==> src/assert_macros.svh <==
// Assertion macros shared by the limiter RTL.
`ifndef ASSERT_MACROS_SVH
`define ASSERT_MACROS_SVH

// Same-cycle implication, disabled while in reset.
`define KBL_ASSERT_IMP(label, clk, rst_n, ante, cons, msg) \
    label: assert property (@(posedge clk) disable iff (!rst_n) (ante) |-> (cons)) \
        else $error(msg);

// Next-cycle implication, disabled while in reset.
`define KBL_ASSERT_NXT(label, clk, rst_n, ante, cons, msg) \
    label: assert property (@(posedge clk) disable iff (!rst_n) (ante) |=> (cons)) \
        else $error(msg);

`endif

==> src/kbl_pkg.sv <==
// Types, constants and state codes of the keyed token bucket limiter.
`timescale 1ns / 1ps
package kbl_pkg;

    localparam int NUM_KEYS_DEFAULT = 256;

    localparam int RATE_W    = 16;
    localparam int TIME_W    = 64;
    localparam int TOKEN_W   = 52;
    localparam int ELAPSED_W = 36;
    localparam int PER_SEC_W = 46;
    localparam int SECS_W    = 6;
    localparam int DIV_W     = PER_SEC_W + SECS_W - 1;

    localparam logic [ELAPSED_W-1:0] UNITS_PER_TOKEN = 36'd60000000000;
    localparam logic [ELAPSED_W-1:0] NS_PER_MINUTE   = 36'd60000000000;
    localparam logic [ELAPSED_W-1:0] NS_PER_SECOND   = 36'd1000000000;
    localparam logic [RATE_W-1:0]    RPM_RESET       = 16'd60;
    localparam logic [SECS_W-1:0]    SECS_MAX        = 6'd60;

    localparam logic [1:0] OP_ACQUIRE = 2'd0;
    localparam logic [1:0] OP_EVICT   = 2'd1;
    localparam logic [1:0] OP_CLEAR   = 2'd2;

    typedef struct packed {
        logic [1:0]        operation;
        logic [7:0]        key_index;
        logic [TIME_W-1:0] now_ns;
    } kbl_in_t;

    typedef struct packed {
        logic              allowed;
        logic [SECS_W-1:0] retry_seconds;
    } kbl_out_t;

    typedef struct packed {
        logic               valid;
        logic [TOKEN_W-1:0] tokens;
        logic [TIME_W-1:0]  last_ns;
    } kbl_entry_t;

    typedef struct packed {
        logic              done;
        logic [SECS_W-1:0] secs;
    } kbl_div_res_t;

    typedef enum logic [2:0] {
        ST_SWEEP,
        ST_IDLE,
        ST_READ,
        ST_REFILL,
        ST_UPDATE,
        ST_SPEND,
        ST_DIVIDE,
        ST_DONE
    } kbl_state_t;

endpackage

==> src/kbl_retry_div.sv <==
// Restoring divider for the retry delay, one quotient bit per cycle.
`timescale 1ns / 1ps
`include "assert_macros.svh"
module kbl_retry_div (
    input  logic                          clk,
    input  logic                          rst_n,
    input  logic                          start,
    input  logic [kbl_pkg::PER_SEC_W-1:0] per_sec,
    input  logic [kbl_pkg::ELAPSED_W-1:0] deficit_m1,
    output kbl_pkg::kbl_div_res_t         res
);
    import kbl_pkg::*;

    localparam logic [2:0] LAST_STEP = 3'(SECS_W - 1);

    logic                 busy_reg, busy_next;
    logic                 done_reg, done_next;
    logic [2:0]           step_reg, step_next;
    logic [ELAPSED_W-1:0] rem_reg, rem_next;
    logic [DIV_W-1:0]     dvs_reg, dvs_next;
    logic [SECS_W-1:0]    quo_reg, quo_next;
    logic                 fits;

    assign fits = {{(DIV_W - ELAPSED_W){1'b0}}, rem_reg} >= dvs_reg;

    always_comb
    begin
        busy_next = busy_reg;
        done_next = 1'b0;
        step_next = step_reg;
        rem_next  = rem_reg;
        dvs_next  = dvs_reg;
        quo_next  = quo_reg;
        if (start)
        begin
            busy_next = 1'b1;
            step_next = '0;
            rem_next  = deficit_m1;
            dvs_next  = {per_sec, {(SECS_W - 1){1'b0}}};
            quo_next  = '0;
        end
        else if (busy_reg)
        begin
            // subtract the shifted divisor where it fits, shift in the quotient bit
            if (fits)
            begin
                rem_next = rem_reg - dvs_reg[ELAPSED_W-1:0];
            end
            quo_next  = {quo_reg[SECS_W-2:0], fits};
            dvs_next  = dvs_reg >> 1;
            step_next = step_reg + 3'd1;
            if (step_reg == LAST_STEP)
            begin
                busy_next = 1'b0;
                done_next = 1'b1;
            end
        end
    end

    always_ff @(posedge clk or negedge rst_n)
    begin
        if (!rst_n)
        begin
            busy_reg <= 1'b0;
            done_reg <= 1'b0;
            step_reg <= '0;
        end
        else
        begin
            busy_reg <= busy_next;
            done_reg <= done_next;
            step_reg <= step_next;
        end
    end

    always_ff @(posedge clk)
    begin
        rem_reg <= rem_next;
        dvs_reg <= dvs_next;
        quo_reg <= quo_next;
    end

    // quotient of (deficit - 1) plus one is the rounded-up delay
    assign res.done = done_reg;
    assign res.secs = quo_reg + 6'd1;

    `KBL_ASSERT_IMP(a_no_restart, clk, rst_n, start, !busy_reg, "divider restarted while busy")
    `KBL_ASSERT_NXT(a_start_loads, clk, rst_n, start, busy_reg && step_reg == 3'd0, "start not taken")
    `KBL_ASSERT_NXT(a_last_step_done, clk, rst_n, busy_reg && step_reg == LAST_STEP && !start, done_reg && !busy_reg, "divider did not finish")

endmodule

==> config.mk <==
export PLATFORM = sky130hd
export DESIGN_NAME = kbl_retry_div
export DESIGN_NICKNAME = d
export VERILOG_FILES = /design/src/kbl_pkg.sv /design/src/kbl_retry_div.sv
export VERILOG_INCLUDE_DIRS = /design/src /design/src/src
export SDC_FILE = /design/constraint.sdc
export NUM_CORES = 1
export LEC_CHECK = 0
export BUFFER_PORTS_ARGS = -buffer_cell sky130_fd_sc_hd__buf_2
export CAP_MARGIN = 15
export CORE_MARGIN = 5
export CORE_UTILIZATION = 26
export CTS_BUF_LIST = sky130_fd_sc_hd__clkbuf_8
export DETAILED_ROUTE_END_ITERATION = 7
export GPL_ROUTABILITY_DRIVEN = 1
export MAX_ROUTING_LAYER = met4
export PLACE_DENSITY = 0.49
export SETUP_SLACK_MARGIN = 0.3
export SYNTH_ARGS = -nofsm -noshare
export SYNTH_HDL_FRONTEND = slang
export SYNTH_SLANG_ARGS = --single-unit
==> constraint.sdc <==
create_clock -name clk -period 4.5 [get_ports clk]
set_clock_uncertainty 0.15 [all_clocks]
set_input_delay 0.675 -clock clk [delete_from_list [all_inputs] [get_ports clk]]
set_output_delay 0.675 -clock clk [all_outputs]
set_load 0.05 [all_outputs]
=== Word level (Yosys, flattened, before mapping) ===
Index checks and enable logic that the tools add are counted.

* Add/subtract/negate cells: 3
* Magnitude comparators: 1
* Eq/ne operators: 1
* Mux-type cells: 13
* Reductions and logical operators: 3

{| class="wikitable"
|+ Operator list
! operator !! count
|-
| $mux 36 || 3
|-
| $mux 51 || 2
|-
| $ge 36x51->1 || 1
|-
| $sub 36x36->36 || 1
|-
| $add 6x1->6 const B || 1
|-
| $mux 1 || 6
|-
| $mux 3 || 2
|-
| $reduce_bool 2->1 || 2
|-
| $add 3x1->3 const B || 1
|-
| $eq 3x3->1 const B || 1
|-
| $reduce_and 2->1 || 1
|}

* Register bits after elaboration: 98
* Input bits: 85
* Output and inout bits: 7

=== Logic depth before layout (Yosys ltp) ===
* Word-level depth: 4
* Depth in mapped cells: 11
* Depth with buffers taken out: 11

=== Worst setup path before layout ===
OpenSTA, ideal clock, no wires.

* Path kind: flip-flop to flip-flop
* Start point: register rem_reg[27]
* End point: register rem_reg[0] (enable)
* Library setup time: 0.445 ns
* Data arrival time: 3.565 ns
* Path slack: 0.339 ns
* Cell stages (with the launch flop): 9
* Buffers on the path: 1
* Period minus slack after synthesis: 4.161 ns
* Cells stage by stage: edfxtp_1 -> ha_1 -> clkbuf_1 -> nand3_1 -> nor3_1 -> nand2_1 -> nor4_1 -> nor3_1 -> a22oi_1

* Cells in the longest elaborated chain, start to end: 3

{| class="wikitable"
|+ RTL lines
! element !! line !! source
|-
| from (decl) || kbl_retry_div.sv:19 || <nowiki>logic [ELAPSED_W-1:0] rem_reg, rem_next;</nowiki>
|-
| from (signal assigned) || kbl_retry_div.sv:78 || <nowiki>rem_reg <= rem_next;</nowiki>
|-
| $ge 36x51->1 || kbl_retry_div.sv:24 || <nowiki>assign fits = {{(DIV_W - ELAPSED_W){1'b0}}, rem_reg} >= dvs_reg;</nowiki>
|-
| $reduce_bool 2->1 (no line) || n/a ||
|-
| $reduce_and 2->1 (no line) || n/a ||
|}

Every way passes these cells.
A chain may end at the register's enable or synchronous reset.

=== Final worst setup path ===
* Start point: register dvs_reg[2]
* End point: register rem_reg[18] (enable)

* Cells in the longest elaborated chain, start to end: 3

{| class="wikitable"
|+ RTL lines
! element !! line !! source
|-
| from (decl) || kbl_retry_div.sv:20 || <nowiki>logic [DIV_W-1:0] dvs_reg, dvs_next;</nowiki>
|-
| from (signal assigned) || kbl_retry_div.sv:79 || <nowiki>dvs_reg <= dvs_next;</nowiki>
|-
| $ge 36x51->1 || kbl_retry_div.sv:24 ||
|-
| $reduce_bool 2->1 (no line) || n/a ||
|-
| $reduce_and 2->1 (no line) || n/a ||
|}

Every way passes these cells.

==> out/results.ini <==
[clock_network]
cts_tree=yes
htree_levels=3
clock-sinks=98
clock_path_buffers=2
clkTransAtPathRegs_ns=0.10
clock-root-buffer=clkbuf_8
clk_latency_ns=0.40
postCtsSetupRepairBufs=0
numCtsBuffers=9

[final_layout]
design_area_mm2=0.00741
final_cell_mix=nand2_1, buf_2, edfxtp_1
utilization_pct=30.4
final_common_cell=nand2_1
final_layout_size_suffix_gt1_share_pct=16.6
largest_register_ffs=51
diodes=0
area_delta_synth_final_pct=15.0
layout.nets=902
stdcell_count=1106

[place]
gp_congestion=0.829
dp_hpwl_um=13200
dp_cells=1089
port_buffers=91
place_area_mm2=0.00718

[floorplan]
io_pins=92
core_mm2=0.0244
dieArea_mm2=0.0280
die_x_um=167
die_y_um=167
initial_utilization_pct=26.4
rows=57

[run_status]
status=finished, final reports clean

[sta]
min_period_over_period_pct=69.2
period_minus_slack_ns=3.12
tns_ns=0
fmax_mhz=321
maxSlewHeadroom_pct=55.2
worst_slew_pin_slew_ns=0.665
rsz0062_at_grt=no
report.final.slew_viol_count=0
final_hold_viol_count=0
setup_viol=0

[worst_setup_path]
crit_fanout=26
cp-end-kind=flip-flop
worstRegToRegCells=10
cp-start-kind=flip-flop
path_class=flip-flop to flip-flop
required_ns=4.41
crit-reg2reg-capture=rem_reg[18]
crit_arrival_ns=3.02
r2r_start=dvs_reg[2]
r2r_slack_ns=1.38

[logic_synthesis]
ys_ff_latch=98
yosys_warnings=0
synth_nets=837
yosysTopAreaCell=edfxtp_1
syn-cell-area_mm2=0.00644
synthCells=712
syn_avg_cell_area_um2=9.05
synth.area.top_cells=edfxtp_1, ha_1, nand2_1
ys_seq_area_share_pct=43.6
async_reset_ff_share_pct=5.10
synth_edf_count=82
dominantRegCellSynth=edfxtp_1
synth_top_area_share_pct=38.2
synth_cell_types=66

[pwr]
peakVddDrop_v=0.000150
p_leak_nw=3.15
power_density_mw_per_mm2=402

[routing]
met1_length_um=8750
drt_iter0_markers=296
wl_per_cell_um=15.9
viasPerCell=4.79
ant_nets=0
wl_met3_um=659
top_layer_used=met4
drt_wl_total_um=17600
routed-wl-met2_um=7940
vias=5298
dr.pass1.iters=4
drc_errors=0

[grt]
grt_pass1_wl_um=28200
grt_max_degree=60
grt_usage_pct=12.8
gr-total-overflow=0
antenna_found_initial=0
grt_pass1_vias=5273

[hold_path]
hold_end=quo_reg[5]
min_from=quo_reg[5]
hp-class=flip-flop to flip-flop
hold_depth=2

[run]
cap_violations=0

-- area by class of cell --
| class | instances | area, um2 |
|---|---|---|
| Fill cell | 2669 | 17000 |
| Multi-Input combinational cell | 524 | 3290 |
| Sequential cell | 98 | 2810 |
| Timing Repair Buffer | 99 | 520 |
| Tap cell | 324 | 405 |
| Inverter | 45 | 169 |
| Clock buffer | 9 | 124 |
| Clock inverter | 7 | 97.6 |
-- what timing repair did --
| action | CTS | global route |
|---|---|---|
| hold buffers | 1 | 0 |
| gates resized for setup | 0 | 0 |
| endpoints found under the hold margin | 5 | 0 |
-- where the power goes --
part           switching [mW]  total, mW  internal (mW)
sequential             0.0523       1.19           1.13
combinational           0.685       1.12          0.438
clock                   0.355      0.673          0.318
-- synth_stat cells, types with 6 or more instances --
cell type  instances
a211oi_1           7
a21o_1            18
a21oi_1           44
a22o_1            17
a31oi_1            6
buf_2              9
clkbuf_1          28
dfxtp_1           11
edfxtp_1          82
ha_1              39
inv_1             45
mux2i_1           11
nand2_1          121
nand3_1           11
nand4_1           14
nor2_1            42
nor3_1            14
o21ai_0           61
o21ai_1           17
o21bai_1           6
xnor2_1           13
xor2_1            17
-- worst max-delay path by stage --
stage / endpoint / startpoint / slack (ns)
5_1_grt: rem_reg[29] / dvs_reg[2] / 1.09
6_report: rem_reg[18] / dvs_reg[2] / 1.38
2_1_floorplan: rem_reg[0] / rem_reg[27] / 0.34
3_3_place_gp: rem_reg[23] / dvs_reg[2] / 1.43
3_5_place_dp: rem_reg[23] / dvs_reg[2] / 1.38
4_1_cts: rem_reg[29] / dvs_reg[2] / 1.36
-- stage by stage --
step | hold WS (ns) | setup WS, ns | total power, mW
floorplan | 0.229 | 0.339 | 2.04
global placement | 0.340 | 1.43 | 2.33
detailed placement | 0.351 | 1.38 | 2.32
CTS | 0.372 | 1.36 | 3.01
global route | 0.393 | 1.09 | 3.20
finish | 0.372 | 1.38 | 2.98
-- critical path: stages (launching register included) --
cell and delay (ns):
dfxtp_1 0.36, inv_1 0.05, ha_1 0.37, o211ai_1 0.11
a21oi_1 0.22, o21ai_1 0.19, a211oi_2 0.39, o2111a_1 0.26
o21ai_1 0.10, a22oi_2 0.19, buf_4 0.40
-- cells by family after synthesis --
kind of cell | Yosys count | share of synthesized area, %
buffers and inverters | 90 | 5.51
multiplexers | 13 | 2.12
adder cells (fa/ha/maj) | 40 | 7.88
flip-flops | 98 | 43.6
AND/OR/NAND/NOR | 231 | 15.9
XOR/XNOR | 30 | 4.08
AO/OA/AOI/OAI | 210 | 20.9
-- layer usage --
layer	up-vias	track usage, %
li1	2691	-
met5	-	-
met2	102	19.5
met3	19	2.38
met4	0	3.32
met1	2486	17.7
(Power assumes the default switching activity.)
